[src/hdl/btpc_pkg.sv]
// shared types and constants for the barometer compensation block
`default_nettype none
package btpc_pkg;

	// configuration register indexes
	localparam logic [2:0] REG_A123 = 3'd0;
	localparam logic [2:0] REG_A456 = 3'd1;
	localparam logic [2:0] REG_B12  = 3'd2;
	localparam logic [2:0] REG_MCMD = 3'd3;
	localparam logic [2:0] REG_OSS  = 3'd4;

	// datasheet constants
	localparam logic [31:0] C_B6_OFFSET = 32'd4000;
	localparam logic [31:0] C_B4_OFFSET = 32'd32768;
	localparam logic [31:0] C_B7_SCALE  = 32'd50000;
	localparam logic [31:0] C_P_KA      = 32'd3038;
	localparam logic [31:0] C_P_KB      = 32'hFFFF_E343;
	localparam logic [31:0] C_P_KC      = 32'd3791;
	// reciprocal of ten scaled by 2^35, exact for any 32-bit magnitude
	localparam logic [31:0] C_T_RECIP   = 32'hCCCC_CCCD;

	// datapath micro-steps
	typedef enum logic [4:0] {
		OP_T_M1, OP_T_X1, OP_T_DEN, OP_T_DIV, OP_T_B5, OP_T_T, OP_T_DIV2, OP_T_VAL,
		OP_P_B6, OP_P_M1, OP_P_SQ, OP_P_M2, OP_P_X1, OP_P_X3, OP_P_B3, OP_P_X3B,
		OP_P_M4, OP_P_B4, OP_P_B7, OP_P_DIV, OP_P_P, OP_P_M5, OP_P_M6, OP_P_M7,
		OP_P_FIN
	} op_t;

	typedef struct packed {
		logic load;
		logic exec;
		op_t  op;
		logic push;
	} cmd_t;

	typedef struct packed {
		logic div_done;
		logic div_zero;
	} stat_t;

	typedef struct packed {
		logic [47:0] a123;
		logic [47:0] a456;
		logic [31:0] b12;
		logic [31:0] mcmd;
		logic [1:0]  oss;
	} coef_t;

endpackage
`default_nettype wire

[src/hdl/baro_temp_pressure_compensation.sv]
// top level of the barometer temperature and pressure compensation block
//
//  channel | dir | handshake           | payload
//  --------+-----+---------------------+-----------------------------------------
//  s_*     | in  | s_tvalid / s_tready | tdata: raw_reading[23:0]; tuser: mode
//  m_*     | out | m_tvalid / m_tready | tdata: value[31:0]; tuser: kind, divide_error
//  cfg_*   | in  | cfg_valid/cfg_ready | cfg_index selects register, cfg_data
//
// one item at a time; each item waits on the shared 32-step divider for one division,
// and its other datapath steps take one cycle per step, the tenth by reciprocal multiply
// a zero divisor skips the division and the steps after it: the item goes straight to
// the output register with divide_error set and a zero value
// the next item is taken the cycle after the result enters the output register; a stalled
// output holds one finished item and the next one waits for it before its own
// result is loaded
// reset clears the control state, the coefficients and the stored temperature base
// configuration writes are always taken; writes to indexes past the list are ignored
`default_nettype none
module baro_temp_pressure_compensation (
	input  wire logic        clk,
	input  wire logic        arst_n,
	// input items
	input  wire logic        s_tvalid,
	output logic             s_tready,
	input  wire logic [23:0] s_tdata,   // [23:0] raw_reading
	input  wire logic [0:0]  s_tuser,   // [0] mode
	// result items
	output logic             m_tvalid,
	input  wire logic        m_tready,
	output logic [31:0]      m_tdata,   // [31:0] value
	output logic [1:0]       m_tuser,   // [0] kind, [1] divide_error
	// configuration writes
	input  wire logic        cfg_valid,
	output logic             cfg_ready,
	input  wire logic [2:0]  cfg_index,
	input  wire logic [47:0] cfg_data
);
	btpc_pkg::coef_t coef_q;
	btpc_pkg::cmd_t  cmd;
	btpc_pkg::stat_t stat;
	logic            out_kind, out_err;
	logic [31:0]     out_value;

	assign cfg_ready = 1'b1;

	// calibration register file
	always_ff @(posedge clk or negedge arst_n) begin
		if (!arst_n) begin
			coef_q <= '0;
		end else if (cfg_valid && cfg_ready) begin
			unique case (cfg_index)
				btpc_pkg::REG_A123: coef_q.a123 <= cfg_data;
				btpc_pkg::REG_A456: coef_q.a456 <= cfg_data;
				btpc_pkg::REG_B12:  coef_q.b12  <= cfg_data[31:0];
				btpc_pkg::REG_MCMD: coef_q.mcmd <= cfg_data[31:0];
				btpc_pkg::REG_OSS:  coef_q.oss  <= cfg_data[1:0];
				default: ;
			endcase
		end
	end

	// sequencer
	btpc_ctrl u_ctrl (
		.clk       (clk),
		.arst_n    (arst_n),
		.in_valid  (s_tvalid),
		.in_mode   (s_tuser[0]),
		.in_ready  (s_tready),
		.out_valid (m_tvalid),
		.out_ready (m_tready),
		.cmd       (cmd),
		.stat      (stat)
	);

	// arithmetic and result register
	btpc_dp u_dp (
		.clk       (clk),
		.arst_n    (arst_n),
		.cmd       (cmd),
		.stat      (stat),
		.coef      (coef_q),
		.in_mode   (s_tuser[0]),
		.in_raw    (s_tdata),
		.out_kind  (out_kind),
		.out_value (out_value),
		.out_err   (out_err)
	);

	assign m_tdata = out_value;
	assign m_tuser = {out_err, out_kind};
endmodule
`default_nettype wire

[src/hdl/btpc_div.sv]
// iterative 32-step restoring divider, signed or unsigned
`default_nettype none
module btpc_div (
	input  wire logic        clk,
	input  wire logic        arst_n,
	input  wire logic        start,
	input  wire logic        sgn,
	input  wire logic [31:0] dvd,
	input  wire logic [31:0] dvs,
	output logic             done,
	output logic [31:0]      quo
);
	logic        busy_q, done_q, neg_q;
	logic [4:0]  cnt_q;
	logic [31:0] rem_q, quo_q, dvs_q;
	logic [32:0] rem_sh;
	logic [33:0] diff;
	logic [31:0] dvd_abs, dvs_abs;

	assign dvd_abs = (sgn && dvd[31]) ? 32'(-dvd) : dvd;
	assign dvs_abs = (sgn && dvs[31]) ? 32'(-dvs) : dvs;
	assign rem_sh  = {rem_q, quo_q[31]};
	assign diff    = {1'b0, rem_sh} - {2'b00, dvs_q};

	always_ff @(posedge clk or negedge arst_n) begin
		if (!arst_n) begin
			busy_q <= 1'b0;
			done_q <= 1'b0;
			cnt_q  <= '0;
		end else begin
			done_q <= 1'b0;
			if (start) begin
				busy_q <= 1'b1;
				cnt_q  <= '0;
			end else if (busy_q) begin
				cnt_q <= cnt_q + 5'd1;
				if (cnt_q == 5'd31) begin
					busy_q <= 1'b0;
					done_q <= 1'b1;
				end
			end
		end
	end

	always_ff @(posedge clk) begin
		if (start) begin
			rem_q <= '0;
			quo_q <= dvd_abs;
			dvs_q <= dvs_abs;
			neg_q <= sgn && (dvd[31] ^ dvs[31]);
		end else if (busy_q) begin
			if (!diff[33]) begin
				rem_q <= diff[31:0];
				quo_q <= {quo_q[30:0], 1'b1};
			end else begin
				rem_q <= rem_sh[31:0];
				quo_q <= {quo_q[30:0], 1'b0};
			end
		end
	end

	assign done = done_q;
	assign quo  = neg_q ? 32'(-quo_q) : quo_q;
endmodule
`default_nettype wire

[src/hdl/btpc_dp.sv]
// compensation datapath: shared multiplier, working registers, divider, result register
`default_nettype none
module btpc_dp (
	input  wire logic           clk,
	input  wire logic           arst_n,
	input  wire btpc_pkg::cmd_t cmd,
	output btpc_pkg::stat_t     stat,
	input  wire btpc_pkg::coef_t coef,
	input  wire logic           in_mode,
	input  wire logic [23:0]    in_raw,
	output logic                out_kind,
	output logic [31:0]         out_value,
	output logic                out_err
);
	function automatic logic [31:0] asr(input logic [31:0] v, input logic [4:0] n);
		return 32'($signed(v) >>> n);
	endfunction

	logic [31:0] ac1, ac2, ac3, ac4, ac5, ac6, b1, b2, mc, md;
	logic [31:0] m_q, a_q, b6_q, sq_q, b3_q, d_q, b4_q, b7_q, p_q, up_q, base_q, val_q;
	logic [15:0] ut_q;
	logic        mode_q, err_q;
	logic        kind_o_q, err_o_q;
	logic [31:0] value_o_q;
	logic [31:0] mul_a, mul_b, ph, b3_sum, b3_shl, up_next;
	logic [63:0] mul_p;
	logic        mul_en, zero;
	logic        div_start, div_sgn, div_done;
	logic [31:0] div_dvd, div_dvs, div_q;
	logic [3:0]  up_shamt;

	assign ac1 = {{16{coef.a123[47]}}, coef.a123[47:32]};
	assign ac2 = {{16{coef.a123[31]}}, coef.a123[31:16]};
	assign ac3 = {{16{coef.a123[15]}}, coef.a123[15:0]};
	assign ac4 = {16'd0, coef.a456[47:32]};
	assign ac5 = {16'd0, coef.a456[31:16]};
	assign ac6 = {16'd0, coef.a456[15:0]};
	assign b1  = {{16{coef.b12[31]}}, coef.b12[31:16]};
	assign b2  = {{16{coef.b12[15]}}, coef.b12[15:0]};
	assign mc  = {{16{coef.mcmd[31]}}, coef.mcmd[31:16]};
	assign md  = {{16{coef.mcmd[15]}}, coef.mcmd[15:0]};

	assign up_shamt = 4'd8 - {2'b00, coef.oss};
	assign up_next  = {8'd0, in_raw} >> up_shamt;
	assign ph       = asr(p_q, 5'd8);
	assign b3_sum   = {ac1[29:0], 2'b00} + a_q;
	assign b3_shl   = b3_sum << coef.oss;
	assign mul_p    = {32'd0, mul_a} * {32'd0, mul_b};

	assign zero = ((cmd.op == btpc_pkg::OP_T_DIV) && (d_q == '0)) ||
	              ((cmd.op == btpc_pkg::OP_P_DIV) && (b4_q == '0));

	// multiplier operand selection
	always_comb begin
		mul_en = 1'b1;
		mul_a  = '0;
		mul_b  = '0;
		unique case (cmd.op)
			btpc_pkg::OP_T_M1: begin
				mul_a = {16'd0, ut_q} - ac6;
				mul_b = ac5;
			end
			btpc_pkg::OP_T_DIV2: begin
				mul_a = d_q[31] ? 32'(-d_q) : d_q;
				mul_b = btpc_pkg::C_T_RECIP;
			end
			btpc_pkg::OP_P_M1: begin
				mul_a = b6_q;
				mul_b = b6_q;
			end
			btpc_pkg::OP_P_M2: begin
				mul_a = b2;
				mul_b = sq_q;
			end
			btpc_pkg::OP_P_X1: begin
				mul_a = ac2;
				mul_b = b6_q;
			end
			btpc_pkg::OP_P_X3: begin
				mul_a = ac3;
				mul_b = b6_q;
			end
			btpc_pkg::OP_P_B3: begin
				mul_a = b1;
				mul_b = sq_q;
			end
			btpc_pkg::OP_P_M4: begin
				mul_a = ac4;
				mul_b = a_q;
			end
			btpc_pkg::OP_P_B4: begin
				mul_a = d_q;
				mul_b = btpc_pkg::C_B7_SCALE >> coef.oss;
			end
			btpc_pkg::OP_P_M5: begin
				mul_a = ph;
				mul_b = ph;
			end
			btpc_pkg::OP_P_M6: begin
				mul_a = m_q;
				mul_b = btpc_pkg::C_P_KA;
			end
			btpc_pkg::OP_P_M7: begin
				mul_a = p_q;
				mul_b = btpc_pkg::C_P_KB;
			end
			default: mul_en = 1'b0;
		endcase
	end

	// divider operand selection
	always_comb begin
		div_start = 1'b0;
		div_sgn   = 1'b1;
		div_dvd   = '0;
		div_dvs   = '0;
		unique case (cmd.op)
			btpc_pkg::OP_T_DIV: begin
				div_start = cmd.exec && !zero;
				div_dvd   = {mc[20:0], 11'd0};
				div_dvs   = d_q;
			end
			btpc_pkg::OP_P_DIV: begin
				div_start = cmd.exec && !zero;
				div_sgn   = 1'b0;
				div_dvd   = b7_q[31] ? b7_q : {b7_q[30:0], 1'b0};
				div_dvs   = b4_q;
			end
			default: div_start = 1'b0;
		endcase
	end

	btpc_div u_div (
		.clk    (clk),
		.arst_n (arst_n),
		.start  (div_start),
		.sgn    (div_sgn),
		.dvd    (div_dvd),
		.dvs    (div_dvs),
		.done   (div_done),
		.quo    (div_q)
	);

	assign stat.div_done = div_done;
	assign stat.div_zero = zero;

	// stored compensation base
	always_ff @(posedge clk or negedge arst_n) begin
		if (!arst_n) begin
			base_q <= '0;
		end else if (cmd.exec && (cmd.op == btpc_pkg::OP_T_B5)) begin
			base_q <= a_q + div_q;
		end
	end

	always_ff @(posedge clk) begin
		if (cmd.load) begin
			mode_q <= in_mode;
			ut_q   <= in_raw[15:0];
			up_q   <= up_next;
			err_q  <= 1'b0;
			val_q  <= '0;
		end
		if (cmd.exec && mul_en) begin
			m_q <= mul_p[31:0];
		end
		if (cmd.exec) begin
			unique case (cmd.op)
				btpc_pkg::OP_T_X1:   a_q <= asr(m_q, 5'd15);
				btpc_pkg::OP_T_DEN:  d_q <= a_q + md;
				btpc_pkg::OP_T_DIV:  err_q <= zero;
				btpc_pkg::OP_T_T:    d_q <= asr(base_q + 32'd8, 5'd4);
				// magnitude over ten, sign put back in the next step
				btpc_pkg::OP_T_DIV2: a_q <= {3'd0, mul_p[63:35]};
				btpc_pkg::OP_T_VAL:  val_q <= d_q[31] ? 32'(-a_q) : a_q;
				btpc_pkg::OP_P_B6:   b6_q <= base_q - btpc_pkg::C_B6_OFFSET;
				btpc_pkg::OP_P_SQ:   sq_q <= asr(m_q, 5'd12);
				btpc_pkg::OP_P_X1:   a_q <= asr(m_q, 5'd11);
				btpc_pkg::OP_P_X3:   a_q <= a_q + asr(m_q, 5'd11);
				btpc_pkg::OP_P_B3: begin
					b3_q <= asr(b3_shl + 32'd2, 5'd2);
					a_q  <= asr(m_q, 5'd13);
				end
				btpc_pkg::OP_P_X3B:
					a_q <= asr(a_q + asr(m_q, 5'd16) + 32'd2, 5'd2) + btpc_pkg::C_B4_OFFSET;
				btpc_pkg::OP_P_M4:   d_q <= up_q - b3_q;
				btpc_pkg::OP_P_B4:   b4_q <= m_q >> 15;
				btpc_pkg::OP_P_B7:   b7_q <= m_q;
				btpc_pkg::OP_P_DIV:  err_q <= zero;
				btpc_pkg::OP_P_P:    p_q <= b7_q[31] ? {div_q[30:0], 1'b0} : div_q;
				btpc_pkg::OP_P_M7:   a_q <= asr(m_q, 5'd16);
				btpc_pkg::OP_P_FIN:
					val_q <= p_q + asr(a_q + asr(m_q, 5'd16) + btpc_pkg::C_P_KC, 5'd4);
				default: ;
			endcase
		end
		if (cmd.push) begin
			kind_o_q  <= mode_q;
			err_o_q   <= err_q;
			value_o_q <= err_q ? '0 : val_q;
		end
	end

	assign out_kind  = kind_o_q;
	assign out_err   = err_o_q;
	assign out_value = value_o_q;
endmodule
`default_nettype wire

[src/hdl/btpc_ctrl.sv]
// sequencer: steps the datapath through the temperature or pressure schedule
`default_nettype none
module btpc_ctrl (
	input  wire logic            clk,
	input  wire logic            arst_n,
	input  wire logic            in_valid,
	input  wire logic            in_mode,
	output logic                 in_ready,
	output logic                 out_valid,
	input  wire logic            out_ready,
	output btpc_pkg::cmd_t       cmd,
	input  wire btpc_pkg::stat_t stat
);
	typedef enum logic [3:0] {
		S_IDLE = 4'b0001,
		S_RUN  = 4'b0010,
		S_DIVW = 4'b0100,
		S_PUSH = 4'b1000
	} state_t;

	state_t          state_q;
	btpc_pkg::op_t   op_q;
	logic            out_valid_q;
	logic            accept, push, is_div, is_last;

	function automatic btpc_pkg::op_t next_op(input btpc_pkg::op_t op);
		btpc_pkg::op_t n;
		n = btpc_pkg::OP_T_M1;
		unique case (op)
			btpc_pkg::OP_T_M1:   n = btpc_pkg::OP_T_X1;
			btpc_pkg::OP_T_X1:   n = btpc_pkg::OP_T_DEN;
			btpc_pkg::OP_T_DEN:  n = btpc_pkg::OP_T_DIV;
			btpc_pkg::OP_T_DIV:  n = btpc_pkg::OP_T_B5;
			btpc_pkg::OP_T_B5:   n = btpc_pkg::OP_T_T;
			btpc_pkg::OP_T_T:    n = btpc_pkg::OP_T_DIV2;
			btpc_pkg::OP_T_DIV2: n = btpc_pkg::OP_T_VAL;
			btpc_pkg::OP_P_B6:   n = btpc_pkg::OP_P_M1;
			btpc_pkg::OP_P_M1:   n = btpc_pkg::OP_P_SQ;
			btpc_pkg::OP_P_SQ:   n = btpc_pkg::OP_P_M2;
			btpc_pkg::OP_P_M2:   n = btpc_pkg::OP_P_X1;
			btpc_pkg::OP_P_X1:   n = btpc_pkg::OP_P_X3;
			btpc_pkg::OP_P_X3:   n = btpc_pkg::OP_P_B3;
			btpc_pkg::OP_P_B3:   n = btpc_pkg::OP_P_X3B;
			btpc_pkg::OP_P_X3B:  n = btpc_pkg::OP_P_M4;
			btpc_pkg::OP_P_M4:   n = btpc_pkg::OP_P_B4;
			btpc_pkg::OP_P_B4:   n = btpc_pkg::OP_P_B7;
			btpc_pkg::OP_P_B7:   n = btpc_pkg::OP_P_DIV;
			btpc_pkg::OP_P_DIV:  n = btpc_pkg::OP_P_P;
			btpc_pkg::OP_P_P:    n = btpc_pkg::OP_P_M5;
			btpc_pkg::OP_P_M5:   n = btpc_pkg::OP_P_M6;
			btpc_pkg::OP_P_M6:   n = btpc_pkg::OP_P_M7;
			btpc_pkg::OP_P_M7:   n = btpc_pkg::OP_P_FIN;
			default:             n = btpc_pkg::OP_T_M1;
		endcase
		return n;
	endfunction

	assign in_ready = (state_q == S_IDLE);
	assign accept   = in_valid && in_ready;
	assign push     = (state_q == S_PUSH) && (!out_valid_q || out_ready);
	assign is_div   = (op_q == btpc_pkg::OP_T_DIV) || (op_q == btpc_pkg::OP_P_DIV);
	assign is_last  = (op_q == btpc_pkg::OP_T_VAL) || (op_q == btpc_pkg::OP_P_FIN);

	assign cmd.load = accept;
	assign cmd.exec = (state_q == S_RUN);
	assign cmd.op   = op_q;
	assign cmd.push = push;
	assign out_valid = out_valid_q;

	always_ff @(posedge clk or negedge arst_n) begin
		if (!arst_n) begin
			state_q     <= S_IDLE;
			op_q        <= btpc_pkg::OP_T_M1;
			out_valid_q <= 1'b0;
		end else begin
			if (push) begin
				out_valid_q <= 1'b1;
			end else if (out_ready) begin
				out_valid_q <= 1'b0;
			end
			unique case (state_q)
				S_IDLE: begin
					if (accept) begin
						state_q <= S_RUN;
						op_q    <= in_mode ? btpc_pkg::OP_P_B6 : btpc_pkg::OP_T_M1;
					end
				end
				S_RUN: begin
					if (is_div) begin
						state_q <= stat.div_zero ? S_PUSH : S_DIVW;
					end else if (is_last) begin
						state_q <= S_PUSH;
					end else begin
						op_q <= next_op(op_q);
					end
				end
				S_DIVW: begin
					if (stat.div_done) begin
						state_q <= S_RUN;
						op_q    <= next_op(op_q);
					end
				end
				S_PUSH: begin
					if (push) begin
						state_q <= S_IDLE;
					end
				end
				default: state_q <= S_IDLE;
			endcase
		end
	end
endmodule
`default_nettype wire

[config.mk]
export PLATFORM = sky130hd
export DESIGN_NAME = baro_temp_pressure_compensation
export DESIGN_NICKNAME = d
export VERILOG_FILES = /design/src/hdl/btpc_pkg.sv /design/src/hdl/baro_temp_pressure_compensation.sv /design/src/hdl/btpc_div.sv /design/src/hdl/btpc_dp.sv /design/src/hdl/btpc_ctrl.sv
export SDC_FILE = /design/constraint.sdc
export NUM_CORES = 2
export LEC_CHECK = 0
export BUFFER_PORTS_ARGS = -buffer_cell sky130_fd_sc_hd__buf_2
export CAP_MARGIN = 20
export CORE_MARGIN = 8
export CORE_UTILIZATION = 25
export DETAILED_ROUTE_END_ITERATION = 7
export SLEW_MARGIN = 20
export SYNTH_ARGS = -nofsm -noshare
export SYNTH_HDL_FRONTEND = slang
export SYNTH_SLANG_ARGS = --single-unit
[constraint.sdc]
create_clock -name clk -period 23.1 [get_ports clk]
set_input_delay 2.31 -clock clk [delete_from_list [all_inputs] [get_ports clk]]
set_output_delay 2.31 -clock clk [all_outputs]
set_load 0.02 [all_outputs]
==> flow_metrics.env <==
export IMPL_final_antenna_net_count=0
export IMPL_tightest_slew_ns=1.19
export IMPL_grtUsageTotal=0.190
export IMPL_path_clk_slew_ns=0.06
export IMPL_maxCapViolations=0
export IMPL_maxSlewViolCount=0
export IMPL_coreArea_um2=323000
export IMPL_period_needed_ns=13.47
export IMPL_cp_end_kind="register"
export IMPL_max_stage_delay_ns=0.86
export IMPL_slew_headroom=0.200
export IMPL_cts_buffer_depth=3
export IMPL_hold_violations=0
export IMPL_routed_wl_mm=336
export IMPL_row_count=209
export IMPL_finClkSkew_ns=0.0490
export IMPL_final_core_util=0.278
export IMPL_fin_worst_hold_slack_ns=0.422
export IMPL_die_area_um2=343000
export IMPL_synth_area_um2=81000
export IMPL_worst_path_max_delay_cell="a21boi_0"
export IMPL_min_period_over_period=0.583
export IMPL_place_hpwl_mm=261
export IMPL_critPathArrivalTime_ns=13.88
export IMPL_synth_area_per_cell_um2=8.95
export IMPL_grt_pass1_wl_mm=482
export IMPL_drc=23
export IMPL_fin_setup_tns_ns=0
export IMPL_path_class="register to register"
export IMPL_tritoncts="yes"
export IMPL_drtIter0Drc=8692
export IMPL_grt_max_degree=103
export IMPL_layout_drive_gt1_share=0.0873
export IMPL_avgViaCountPerCell=5.22
export IMPL_worstPathMaxFanout=12
export IMPL_startpoint_type="register"
export IMPL_ys_seq_area_frac=0.229
export IMPL_crit_family="compound AO/OA/AOI/OAI gates"
export IMPL_grt_setup_unrepaired="false"
export IMPL_ctsHoldBuffers=0
export IMPL_crit_path_frequent_cell="fa_1"
export IMPL_timing_fmax_mhz=74.2
export IMPL_antenna_found_initial=40
export IMPL_ys_warnings_count=0
export IMPL_layoutNonFillerInstCount=13400
export IMPL_postCtsSetupBuffers=0
export IMPL_cts_sinks=675
export IMPL_dp_cells=13300
export IMPL_synthFlopType="edfxtp_1"
export IMPL_cts_resized=0
export IMPL_finalSetupViolCount=0
export IMPL_cts_buffers=74
export IMPL_drtPass1Iterations=8
export IMPL_numPortBuffers=116
export IMPL_die_x_um=585
export IMPL_overflow=0
export IMPL_status="finished, violations left"
export IMPL_die_h_um=585
export IMPL_wl_per_cell_um=25.0
export IMPL_htree_num_levels=3
export IMPL_fillers=34600
export IMPL_vias=70200
export IMPL_synth_ff_latch_count=675
export IMPL_area_growth_pct=11.1
export IMPL_cp_required_ns=23.51
export IMPL_grt_pass1_vias=68200
export IMPL_path_buf_inv=7
export IMPL_cts_root_buf="clkbuf_16"
export IMPL_syn_inst=9051
export IMPL_async_flop_share=0.313
export IMPL_num_io_pins=118
export IMPL_initial_utilization=0.251
export IMPL_gp_congestion=1.02
export IMPL_failed_checks="design-rule violations"
export IMPL_synth_edf_count=399
export IMPL_hold_class="register to register"
export IMPL_synth_cell_types=101
export IMPL_clk_latency_ns=0.71
export IMPL_final_nets=10500
==> kinds of logic after synthesis <==
family          count (synthesis)  synth area share
xor+xnor                      537            0.0581
flops                         675             0.229
buf+inv                      1642            0.0768
simple gates                 2759             0.153
mux                           264            0.0355
compound gates               1736             0.142
other cells                     2         0.0000927
fa+ha+maj                    1436             0.306
==> placed cells by master, fill, tap and decap left out, drive strengths merged, types with 32 or more instances in the layout <==
cell,n
a211oi,66
a21o,122
a21oi,419
a221oi,42
a222oi,61
a22o,33
a22oi,66
a31oi,61
and2,72
and3,56
buf,357
clkbuf,100
dfrtp,210
dfxtp,65
diode,32
edfxtp,399
fa,905
ha,531
inv,1189
mux2,188
mux2i,76
nand2,1106
nand2b,78
nand3,118
nand4,63
nor2,860
nor2b,82
nor3,100
nor4,43
o211ai,40
o21a,51
o21ai,400
o21bai,43
o31ai,65
or3,60
xnor2,300
xor2,237
==> final timing paths <==
| check | startpoint | slack [ns] | endpoint | depth (start not counted) |
|---|---|---|---|---|
| hold / removal | u_dp.mode_q$_DFFE_PP_ | 0.42 | u_dp.out_kind$_DFFE_PP_ | 0 |
| min in group asynchronous | arst_n | 1.46 | coef_q[12]$_DFFE_PN0P_ | 1 |
| hold reg to reg | u_dp.mode_q$_DFFE_PP_ | 0.42 | u_dp.out_kind$_DFFE_PP_ | 0 |
| setup reg to reg | coef_q[66]$_DFFE_PN0P_ | 9.63 | u_dp.a_q[26]$_DFFE_PP_ | 42 |
| max in group asynchronous | arst_n | 19.86 | coef_q[64]$_DFFE_PN0P_ | 3 |
| setup / recovery | coef_q[66]$_DFFE_PN0P_ | 9.63 | u_dp.a_q[26]$_DFFE_PP_ | 42 |
==> synth_stat cells (65+ instances only) <==
cell type	count	area, µm²
a21oi_1	417	2090
fa_1	905	18100
edfxtp_1	399	12000
nor2b_1	82	513
ha_1	531	6640
clkbuf_1	380	1430
xor2_1	237	2080
a211oi_1	66	495
and2_1	70	438
inv_1	1180	4430
dfrtp_1	210	5260
nor2_1	860	3230
dfxtp_1	65	1300
nor3_1	99	495
mux2i_1	76	761
o31ai_1	65	488
a22oi_1	66	495
nand3_1	118	591
nand2b_1	77	482
mux2_2	188	2120
a21o_1	122	916
o21ai_0	378	1890
nand2_1	1106	4150
xnor2_1	299	2620
==> sequential cells by signal, indices dropped and copies added, names as in the netlist, 4 cells and up <==
name              count
u_dp.up_q            24
u_dp.ut_q            16
u_ctrl.op_q           5
u_dp.b6_q            32
u_dp.a_q             32
u_dp.u_div.cnt_q      5
u_dp.val_q           32
coef_q              162
u_ctrl.state_q        4
u_dp.b3_q            30
u_dp.sq_q            20
u_dp.base_q          32
u_dp.u_div.dvs_q     32
u_dp.m_q             32
u_dp.out_value       32
u_dp.p_q             32
u_dp.d_q             32
u_dp.b4_q            17
u_dp.b7_q            32
u_dp.u_div.quo_q     32
u_dp.u_div.rem_q     32
==> area by class of cell <==
cell class                 instances  area [µm²]  share of cell area
sequential                       675       18600               0.206
clock buffer                     100        2080              0.0231
antenna                           32        80.1            0.000889
timing repair buffer             357        2430              0.0270
multi-input combinational       6737       56600               0.629
tap                             4325        5410              0.0601
clock inverter                    38         410             0.00456
inverter                        1183        4440              0.0493
==> through the flow <==
stage               worst slack (ns)  instance area, µm²
detailed placement              9.95               87400
floorplan                      11.54               81000
finish                          9.63               90100
global route                    9.05               90000
global placement               10.13               87400
CTS                             9.87               89900
==> metal layers <==
layer  part of all wire  track usage  vias up  routed length, µm
li1                   -            -    30400                  -
met1               0.39        0.244    35100             133000
met2               0.43        0.288     3760             143000
met3               0.10       0.0444      948              33900
met4              0.077        0.119        8              25900
met5            0.00014            0        -                 46
Power is left out: the tool's default activity adds up to more than one toggle a clock period on the data nets, which glitch-free logic cannot reach.
